### config.mk
export PLATFORM = sky130hd
export DESIGN_NAME = utf16_to_utf8_transcoder
export DESIGN_NICKNAME = d
export VERILOG_FILES = /design/src/u16u8_pkg.sv /design/src/u16u8_front.sv /design/src/u16u8_queue.sv /design/src/u16u8_back.sv /design/src/utf16_to_utf8_transcoder.sv
export SDC_FILE = /design/constraint.sdc
export NUM_CORES = 1
export LEC_CHECK = 0
export BUFFER_PORTS_ARGS = -buffer_cell sky130_fd_sc_hd__buf_2
export CAP_MARGIN = 15
export CORE_MARGIN = 10
export CORE_UTILIZATION = 55
export CTS_BUF_LIST = sky130_fd_sc_hd__clkbuf_16
export DETAILED_ROUTE_END_ITERATION = 6
export PLACE_DENSITY = 0.74
export SLEW_MARGIN = 20
export SYNTH_ARGS = -nofsm -noshare
export SYNTH_HDL_FRONTEND = slang
export SYNTH_SLANG_ARGS = --single-unit
### constraint.sdc
create_clock -name clk -period 5.85 [get_ports clk]
set_input_delay 0.2925 -clock clk [delete_from_list [all_inputs] [get_ports clk]]
set_output_delay 0.2925 -clock clk [all_outputs]
set_load 0.05 [all_outputs]
### src/u16u8_pkg.sv
// Shared types, constants and UTF-8 encoding functions of the UTF-16 to UTF-8 transcoder.
`default_nettype none
package u16u8_pkg;

	localparam int unsigned CP_W        = 21;
	localparam int unsigned QUEUE_DEPTH = 2;

	localparam logic [CP_W-1:0] REPL_RESET   = 21'h00FFFD;
	localparam logic [CP_W-1:0] CP_MAX       = 21'h10FFFF;
	localparam logic [CP_W-1:0] CP_SUPP_BASE = 21'h010000;
	localparam logic [CP_W-1:0] CP_MAX_1B    = 21'h00007F;
	localparam logic [CP_W-1:0] CP_MAX_2B    = 21'h0007FF;
	localparam logic [CP_W-1:0] CP_MAX_3B    = 21'h00FFFF;
	localparam logic [15:0]     HIGH_FIRST   = 16'hD800;
	localparam logic [15:0]     HIGH_LAST    = 16'hDBFF;
	localparam logic [15:0]     LOW_FIRST    = 16'hDC00;
	localparam logic [15:0]     LOW_LAST     = 16'hDFFF;

	typedef struct packed {
		logic [15:0] code_unit;
		logic        end_of_string;
	} u16u8_in_t;

	typedef struct packed {
		logic [7:0] out_byte;
		logic       run_last;
		logic       string_last;
	} u16u8_out_t;

	// One queued item: one or two code points to encode, in order.
	typedef struct packed {
		logic [CP_W-1:0] cp0;
		logic [CP_W-1:0] cp1;
		logic            two;
		logic            eos;
	} u16u8_job_t;

	// Number of UTF-8 bytes of a code point, minus one.
	function automatic logic [1:0] utf8_len_m1(input logic [CP_W-1:0] cp);
		logic [1:0] n;
		if (cp <= CP_MAX_1B) begin
			n = 2'd0;
		end else if (cp <= CP_MAX_2B) begin
			n = 2'd1;
		end else if (cp <= CP_MAX_3B) begin
			n = 2'd2;
		end else begin
			n = 2'd3;
		end
		return n;
	endfunction

	// Byte number idx of the UTF-8 sequence of cp, lead byte first.
	function automatic logic [7:0] utf8_byte(input logic [CP_W-1:0] cp,
			input logic [1:0] len_m1, input logic [1:0] idx);
		logic [7:0] b;
		b = 8'h00;
		case (len_m1)
			2'd0: b = {1'b0, cp[6:0]};
			2'd1: begin
				case (idx)
					2'd0:    b = {3'b110, cp[10:6]};
					default: b = {2'b10, cp[5:0]};
				endcase
			end
			2'd2: begin
				case (idx)
					2'd0:    b = {4'b1110, cp[15:12]};
					2'd1:    b = {2'b10, cp[11:6]};
					default: b = {2'b10, cp[5:0]};
				endcase
			end
			default: begin
				case (idx)
					2'd0:    b = {5'b11110, cp[20:18]};
					2'd1:    b = {2'b10, cp[17:12]};
					2'd2:    b = {2'b10, cp[11:6]};
					default: b = {2'b10, cp[5:0]};
				endcase
			end
		endcase
		return b;
	endfunction

endpackage
`default_nettype wire

### src/u16u8_front.sv
// Front end: accepts code units, pairs surrogates and queues the code points to encode.
`default_nettype none
module u16u8_front (
	input  wire logic                       clk,
	input  wire logic                       arst_n,
	input  wire logic                       cfg_wr_en,
	input  wire logic [u16u8_pkg::CP_W-1:0] cfg_wr_data,
	input  wire logic                       in_valid,
	output logic                            in_stall,
	input  wire u16u8_pkg::u16u8_in_t       in_data,
	input  wire logic                       q_full,
	output logic                            q_push,
	output u16u8_pkg::u16u8_job_t           q_job
);
	import u16u8_pkg::*;

	logic [CP_W-1:0] repl_q;
	logic            pend_q;
	logic [9:0]      hb_q;

	logic            accept;
	logic            is_low;
	logic            is_high;
	logic [CP_W-1:0] repl;
	logic [CP_W-1:0] unit_cp;
	logic [CP_W-1:0] pair_cp;
	logic            has_job;
	logic            pend_d;

	assign in_stall = q_full;
	assign accept   = in_valid && !q_full;

	always_comb begin
		is_low  = (in_data.code_unit >= LOW_FIRST) && (in_data.code_unit <= LOW_LAST);
		is_high = (in_data.code_unit >= HIGH_FIRST) && (in_data.code_unit <= HIGH_LAST);
		repl    = (repl_q > CP_MAX) ? REPL_RESET : repl_q;
		unit_cp = {{(CP_W-16){1'b0}}, in_data.code_unit};
		pair_cp = CP_SUPP_BASE + {{(CP_W-20){1'b0}}, hb_q, in_data.code_unit[9:0]};

		has_job   = 1'b1;
		pend_d    = 1'b0;
		q_job.cp0 = unit_cp;
		q_job.cp1 = unit_cp;
		q_job.two = 1'b0;
		q_job.eos = in_data.end_of_string;

		if (pend_q && is_low) begin
			q_job.cp0 = pair_cp;
		end else if (pend_q) begin
			// The held high surrogate is replaced, then this unit is taken afresh.
			q_job.cp0 = repl;
			if (is_high && !in_data.end_of_string) begin
				pend_d = 1'b1;
			end else begin
				q_job.two = 1'b1;
				q_job.cp1 = is_high ? repl : unit_cp;
			end
		end else if (is_low) begin
			q_job.cp0 = repl;
		end else if (is_high) begin
			if (in_data.end_of_string) begin
				q_job.cp0 = repl;
			end else begin
				pend_d  = 1'b1;
				has_job = 1'b0;
			end
		end
	end

	assign q_push = accept && has_job;

	always_ff @(posedge clk or negedge arst_n) begin
		if (!arst_n) begin
			repl_q <= REPL_RESET;
			pend_q <= 1'b0;
			hb_q   <= 10'd0;
		end else begin
			if (cfg_wr_en) begin
				repl_q <= cfg_wr_data;
			end
			if (accept) begin
				pend_q <= pend_d;
				hb_q   <= pend_d ? in_data.code_unit[9:0] : 10'd0;
			end
		end
	end

endmodule
`default_nettype wire

### src/u16u8_queue.sv
// Small register queue of encode jobs between the front and back ends.
`default_nettype none
module u16u8_queue #(
	parameter int unsigned Depth = u16u8_pkg::QUEUE_DEPTH
) (
	input  wire logic                   clk,
	input  wire logic                   arst_n,
	input  wire logic                   push,
	input  wire u16u8_pkg::u16u8_job_t  push_job,
	output logic                        full,
	input  wire logic                   pop,
	output logic                        head_valid,
	output u16u8_pkg::u16u8_job_t       head_job
);
	import u16u8_pkg::*;

	localparam int unsigned PtrW = (Depth > 1) ? $clog2(Depth) : 1;
	localparam int unsigned CntW = $clog2(Depth + 1);

	u16u8_job_t      mem_q [Depth];
	logic [PtrW-1:0] wr_ptr_q;
	logic [PtrW-1:0] rd_ptr_q;
	logic [CntW-1:0] count_q;

	assign full       = (count_q == CntW'(Depth));
	assign head_valid = (count_q != '0);
	assign head_job   = mem_q[rd_ptr_q];

	always_ff @(posedge clk) begin
		if (push) begin
			mem_q[wr_ptr_q] <= push_job;
		end
	end

	always_ff @(posedge clk or negedge arst_n) begin
		if (!arst_n) begin
			wr_ptr_q <= '0;
			rd_ptr_q <= '0;
			count_q  <= '0;
		end else begin
			if (push) begin
				wr_ptr_q <= (wr_ptr_q == PtrW'(Depth - 1)) ? '0 : wr_ptr_q + 1'b1;
			end
			if (pop) begin
				rd_ptr_q <= (rd_ptr_q == PtrW'(Depth - 1)) ? '0 : rd_ptr_q + 1'b1;
			end
			if (push && !pop) begin
				count_q <= count_q + 1'b1;
			end else if (pop && !push) begin
				count_q <= count_q - 1'b1;
			end
		end
	end

endmodule
`default_nettype wire

### src/u16u8_back.sv
// Back end: encodes queued code points as UTF-8, one byte per transfer.
`default_nettype none
module u16u8_back (
	input  wire logic                  clk,
	input  wire logic                  arst_n,
	input  wire logic                  head_valid,
	input  wire u16u8_pkg::u16u8_job_t head_job,
	output logic                       pop,
	output logic                       out_valid,
	input  wire logic                  out_stall,
	output u16u8_pkg::u16u8_out_t      out_data
);
	import u16u8_pkg::*;

	logic       out_valid_q;
	u16u8_out_t out_data_q;
	logic [1:0] idx_q;
	logic       sel_q;

	logic [CP_W-1:0] cur_cp;
	logic [1:0]      len_m1;
	logic            cp_end;
	logic            item_end;
	logic            load;

	always_comb begin
		cur_cp   = sel_q ? head_job.cp1 : head_job.cp0;
		len_m1   = utf8_len_m1(cur_cp);
		cp_end   = (idx_q == len_m1);
		item_end = cp_end && (!head_job.two || sel_q);
		load     = head_valid && (!out_valid_q || !out_stall);
	end

	assign pop       = load && item_end;
	assign out_valid = out_valid_q;
	assign out_data  = out_data_q;

	always_ff @(posedge clk) begin
		if (load) begin
			out_data_q.out_byte    <= utf8_byte(cur_cp, len_m1, idx_q);
			out_data_q.run_last    <= item_end;
			out_data_q.string_last <= item_end && head_job.eos;
		end
	end

	always_ff @(posedge clk or negedge arst_n) begin
		if (!arst_n) begin
			out_valid_q <= 1'b0;
			idx_q       <= 2'd0;
			sel_q       <= 1'b0;
		end else begin
			if (load) begin
				out_valid_q <= 1'b1;
				if (cp_end) begin
					idx_q <= 2'd0;
					sel_q <= !item_end;
				end else begin
					idx_q <= idx_q + 2'd1;
				end
			end else if (!out_stall) begin
				out_valid_q <= 1'b0;
			end
		end
	end

endmodule
`default_nettype wire

### src/utf16_to_utf8_transcoder.sv
// Top level of the UTF-16 to UTF-8 transcoder.
//
//  Channel   Direction  Handshake             Payload
//  in        input      in_valid / in_stall   in_data  (code_unit, end_of_string)
//  out       output     out_valid / out_stall out_data (out_byte, run_last, string_last)
//  cfg       input      cfg_wr_en             cfg_wr_data (replacement_code)
//
// The output delivers one byte per cycle while out_stall is low and a job is queued. An
// item yields one byte for ASCII, up to three for other units of the basic plane that
// are kept, four for a completed pair, up to four for one replacement and up to eight for
// two; a held high surrogate yields none. The front end takes a unit in every cycle in
// which the job queue has room. Reset clears the queue, the pending surrogate and the
// output valid, and loads the replacement with U+FFFD. A stall on the output fills the
// queue and only then stalls the input.
`default_nettype none
module utf16_to_utf8_transcoder #(
	parameter int unsigned QueueDepth = u16u8_pkg::QUEUE_DEPTH
) (
	input  wire logic                       clk,
	input  wire logic                       arst_n,
	input  wire logic                       cfg_wr_en,
	input  wire logic [u16u8_pkg::CP_W-1:0] cfg_wr_data,
	input  wire logic                       in_valid,
	output logic                            in_stall,
	input  wire u16u8_pkg::u16u8_in_t       in_data,
	output logic                            out_valid,
	input  wire logic                       out_stall,
	output u16u8_pkg::u16u8_out_t           out_data
);
	import u16u8_pkg::*;

	// Jobs carry the one or two code points that one input transfer produces.
	logic       q_push;
	logic       q_full;
	logic       q_pop;
	logic       q_head_valid;
	u16u8_job_t q_push_job;
	u16u8_job_t q_head_job;

	// The front end pairs surrogates and chooses replacements; it waits only on room in the job queue.
	u16u8_front u_front (
		.clk         (clk),
		.arst_n      (arst_n),
		.cfg_wr_en   (cfg_wr_en),
		.cfg_wr_data (cfg_wr_data),
		.in_valid    (in_valid),
		.in_stall    (in_stall),
		.in_data     (in_data),
		.q_full      (q_full),
		.q_push      (q_push),
		.q_job       (q_push_job)
	);

	// The queue decouples the two ends so that each may stall on its own.
	u16u8_queue #(
		.Depth (QueueDepth)
	) u_queue (
		.clk        (clk),
		.arst_n     (arst_n),
		.push       (q_push),
		.push_job   (q_push_job),
		.full       (q_full),
		.pop        (q_pop),
		.head_valid (q_head_valid),
		.head_job   (q_head_job)
	);

	// The back end walks the bytes of the head job into a registered output stage.
	u16u8_back u_back (
		.clk        (clk),
		.arst_n     (arst_n),
		.head_valid (q_head_valid),
		.head_job   (q_head_job),
		.pop        (q_pop),
		.out_valid  (out_valid),
		.out_stall  (out_stall),
		.out_data   (out_data)
	);

endmodule
`default_nettype wire
==> results.json <==
{
  "power.static_leakage_nw": 2.83,
  "ff_latch_area_um2": 3960,
  "rows": 39,
  "crit_fanout": 23,
  "die-area_um2": 16500,
  "p_switching_mw": 1.24,
  "via_count": 4151,
  "wl_per_cell_um": 20.3,
  "syn_area_um2": 6470,
  "gp_congestion": 0.863,
  "ys_seq_elements": 138,
  "dp_hpwl_um": 9970,
  "drt_wl_total_um": 13900,
  "clkLatencyLatePin_ns": 0.42,
  "slew-limit-headroom_pct": 31.6,
  "ys_warn_count": 0,
  "hold_viol_final": 0,
  "fp.dieW_um": 128,
  "portBuffers": 54,
  "nFillCells": 808,
  "clkSinkCount": 138,
  "seq_area_frac_synth_pct": 61.2,
  "cts_hold_buf": 0,
  "async_flop_share_pct": 29.0,
  "critPathSlowestCell": "dfrtp_1",
  "overflow": 0,
  "worst_slack_ns": 2.41,
  "synthFlopType": "edfxtp_1",
  "multiInputGateArea_um2": 2360,
  "setup_viol": 0,
  "viasPerCell": 6.07,
  "synth_edf_count": 98,
  "fin_nets": 578,
  "drive_gt1_share_pct": 27.5,
  "p_sw_share_pct": 33.5,
  "dr_wl_met3_um": 899,
  "cts_buffers": 17,
  "start_util_pct": 56.4,
  "antenna_found_initial": 0,
  "postSynthNetCount": 527,
  "drtAntennaViolNets": 0,
  "path_clk_slew_ns": 0.05,
  "power_frac_clock_pct": 29.7,
  "p_seq_share_pct": 38.6,
  "grt_pass1_vias": 4136,
  "grt_usage_pct": 17.3,
  "wl_met2_um": 6800,
  "crit_chain": "mux4_1 > nor3_1 > and2_1 > o22ai_1 > o21ai_1 > ha_1 > nor2_1 > xnor2_1",
  "core_area_um2": 11500,
  "synth_cell_types": 52,
  "arrival_ns": 3.78,
  "cellInternalPower_mw": 2.46,
  "synthesis.instances": 477,
  "drt_iter0_drc": 353,
  "yosysMostFrequentCell": "edfxtp_1",
  "syn_to_final_growth_pct": 15.1,
  "rsz0062_at_grt": "no",
  "syn_area_per_cell_um2": 13.6,
  "clock-root-buffer": "clkbuf_16",
  "fin_skew_ns": 0.00698,
  "insertedDiodeCount": 0,
  "finalInstanceArea_um2": 7450,
  "cts_max_level": 4,
  "min_period_ns": 3.44,
  "grt_pass1_wl_um": 22200,
  "r2r_cells": 8,
  "dpl_cell_area_um2": 6840,
  "power_density_nw_per_um2": 497,
  "cts_tree": "built",
  "outcome": "finished, final reports clean",
  "met1_length_um": 6000,
  "hp-class": "input pin to asynchronous set/reset pin",
  "period_share_pct": 58.8,
  "ys_top_cells_by_count": "98 x edfxtp_1, 46 x nor2_1, 39 x nand2_1, 29 x o21ai_0, 25 x dfrtp_1",
  "yosys.area.top_type": "edfxtp_1",
  "cts-resized-gates": 0,
  "worst_pin_slew_ns": 1.03,
  "cts_setup_buffers": 0,
  "clock_path_buffers": 2,
  "slew_violations": 0,
  "fmax_mhz": 291,
  "cap_viol_max_count": 0,
  "synth.top_cells.by_area": "edfxtp_1 45%, dfrtp_1 9.7%, dfstp_2 6.1%, mux4_2 4.9%, mux2_2 3.8%",
  "cp_slowest_stage_delay_ns": 0.90,
  "top_layer": "met4",
  "synth_top_area_share_pct": 45.5,
  "firstDrtPassIters": 5,
  "fin_setup_tns_ns": 0,
  "end_kind": "register",
  "p_comb_share_pct": 31.7,
  "dp_slack_ns": 2.44,
  "critPathLaunchType": "register",
  "grt_max_degree": 45,
  "die_y_um": 128,
  "ir_worst_vdd_uv": 300,
  "ios": 55,
  "cp.required_ns": 6.19,
  "drcViolationCount": 0,
  "critical_path_class": "register to register"
}
flip-flops by register name, summed over array words and instances, names as in the netlist:
register / count
u_front.pend_q: 1
u_back.out_data: 10
u_queue.wr_ptr_q: 1
u_front.hb_q: 10
u_back.idx_q: 2
u_queue.mem_q: 88
u_back.sel_q: 1
u_back.out_valid: 1
u_queue.count_q: 2
u_queue.rd_ptr_q: 1
u_front.repl_q: 21
placed cells by master (no fill, tap or decap), drive strengths merged, types with 4 or more instances in the layout:
cell type	instances
a21boi	4
a21oi	19
a221oi	4
a22o	10
and2	5
buf	60
bufinv	4
clkbuf	17
clkinv	5
dfrtp	25
dfstp	15
edfxtp	98
ha	7
inv	10
mux2	23
mux2i	8
mux4	21
nand2	39
nand2b	5
nand3	8
nor2	46
nor2b	5
nor3	6
nor4	7
o211ai	5
o21ai	31
o22ai	4
o31ai	9
xnor2	5
layout make-up:
type                       instances  area share (%)
inverter                           7           0.353
multi-input combinational        304            31.6
tap                              143            2.40
clock buffer                      17            5.71
sequential                       138            53.2
timing repair buffer              60            4.23
clock inverter                    15            2.45
worst max-delay path, delay by kind of cell, from the launching register on:
kind / cells / cell delay, ns
simple gates: 3 / 1.05
mux: 1 / 0.43
compound gates: 2 / 0.54
flops: 1 / 0.90
fa+ha+maj: 1 / 0.31
xor+xnor: 1 / 0.12
kinds of logic after synthesis:
logic type | share of synthesized area [%]
compound gates | 10.8
xor+xnor | 1.08
fa+ha+maj | 1.35
buf+inv | 2.51
flops | 61.2
mux | 13.0
simple gates | 10.0
worst paths after layout:
path | end | start | slack, ns
worst min register to register | u_back.out_valid | u_queue.count_q[1] | 0.48
worst min-delay path | u_back.out_valid | arst_n | 0.007
min in group clk | u_back.out_valid | out_stall | 0.10
worst max register to register | u_queue.count_q[1] | u_back.sel_q | 2.41
max in group asynchronous | u_front.hb_q[5] | arst_n | 5.25
worst max-delay path | u_queue.count_q[1] | u_back.sel_q | 2.41
through the flow:
stage / instances / hold WS, ns / util (%) / total power, mW
6_report: 684 / 0.00687 / 64.9 / 3.70
5_1_grt: 684 / 0.0719 / 64.9 / 3.88
4_1_cts: 684 / 0.0264 / 64.9 / 3.72
3_5_place_dp: 652 / 0.470 / 59.6 / 2.61
3_3_place_gp: 652 / 0.458 / 59.6 / 2.59
2_1_floorplan: 477 / -0.00309 / - / 2.34
per-layer routing:
metal,global-route usage [%],up-vias
li1,-,1934
met1,22.2,2044
met2,27.4,151
met3,5.13,22
met4,6.42,0
met5,0,-
power by group through the flow:
stage          clock (mW)  sequential, mW  combinational, mW
6_report             1.10            1.43               1.17
4_1_cts              1.11            1.43               1.17
2_1_floorplan           0            1.53              0.812
3_3_place_gp            0            1.44               1.15
5_1_grt              1.15            1.45               1.28
3_5_place_dp            0            1.45               1.16
(Power assumes the default switching activity.)
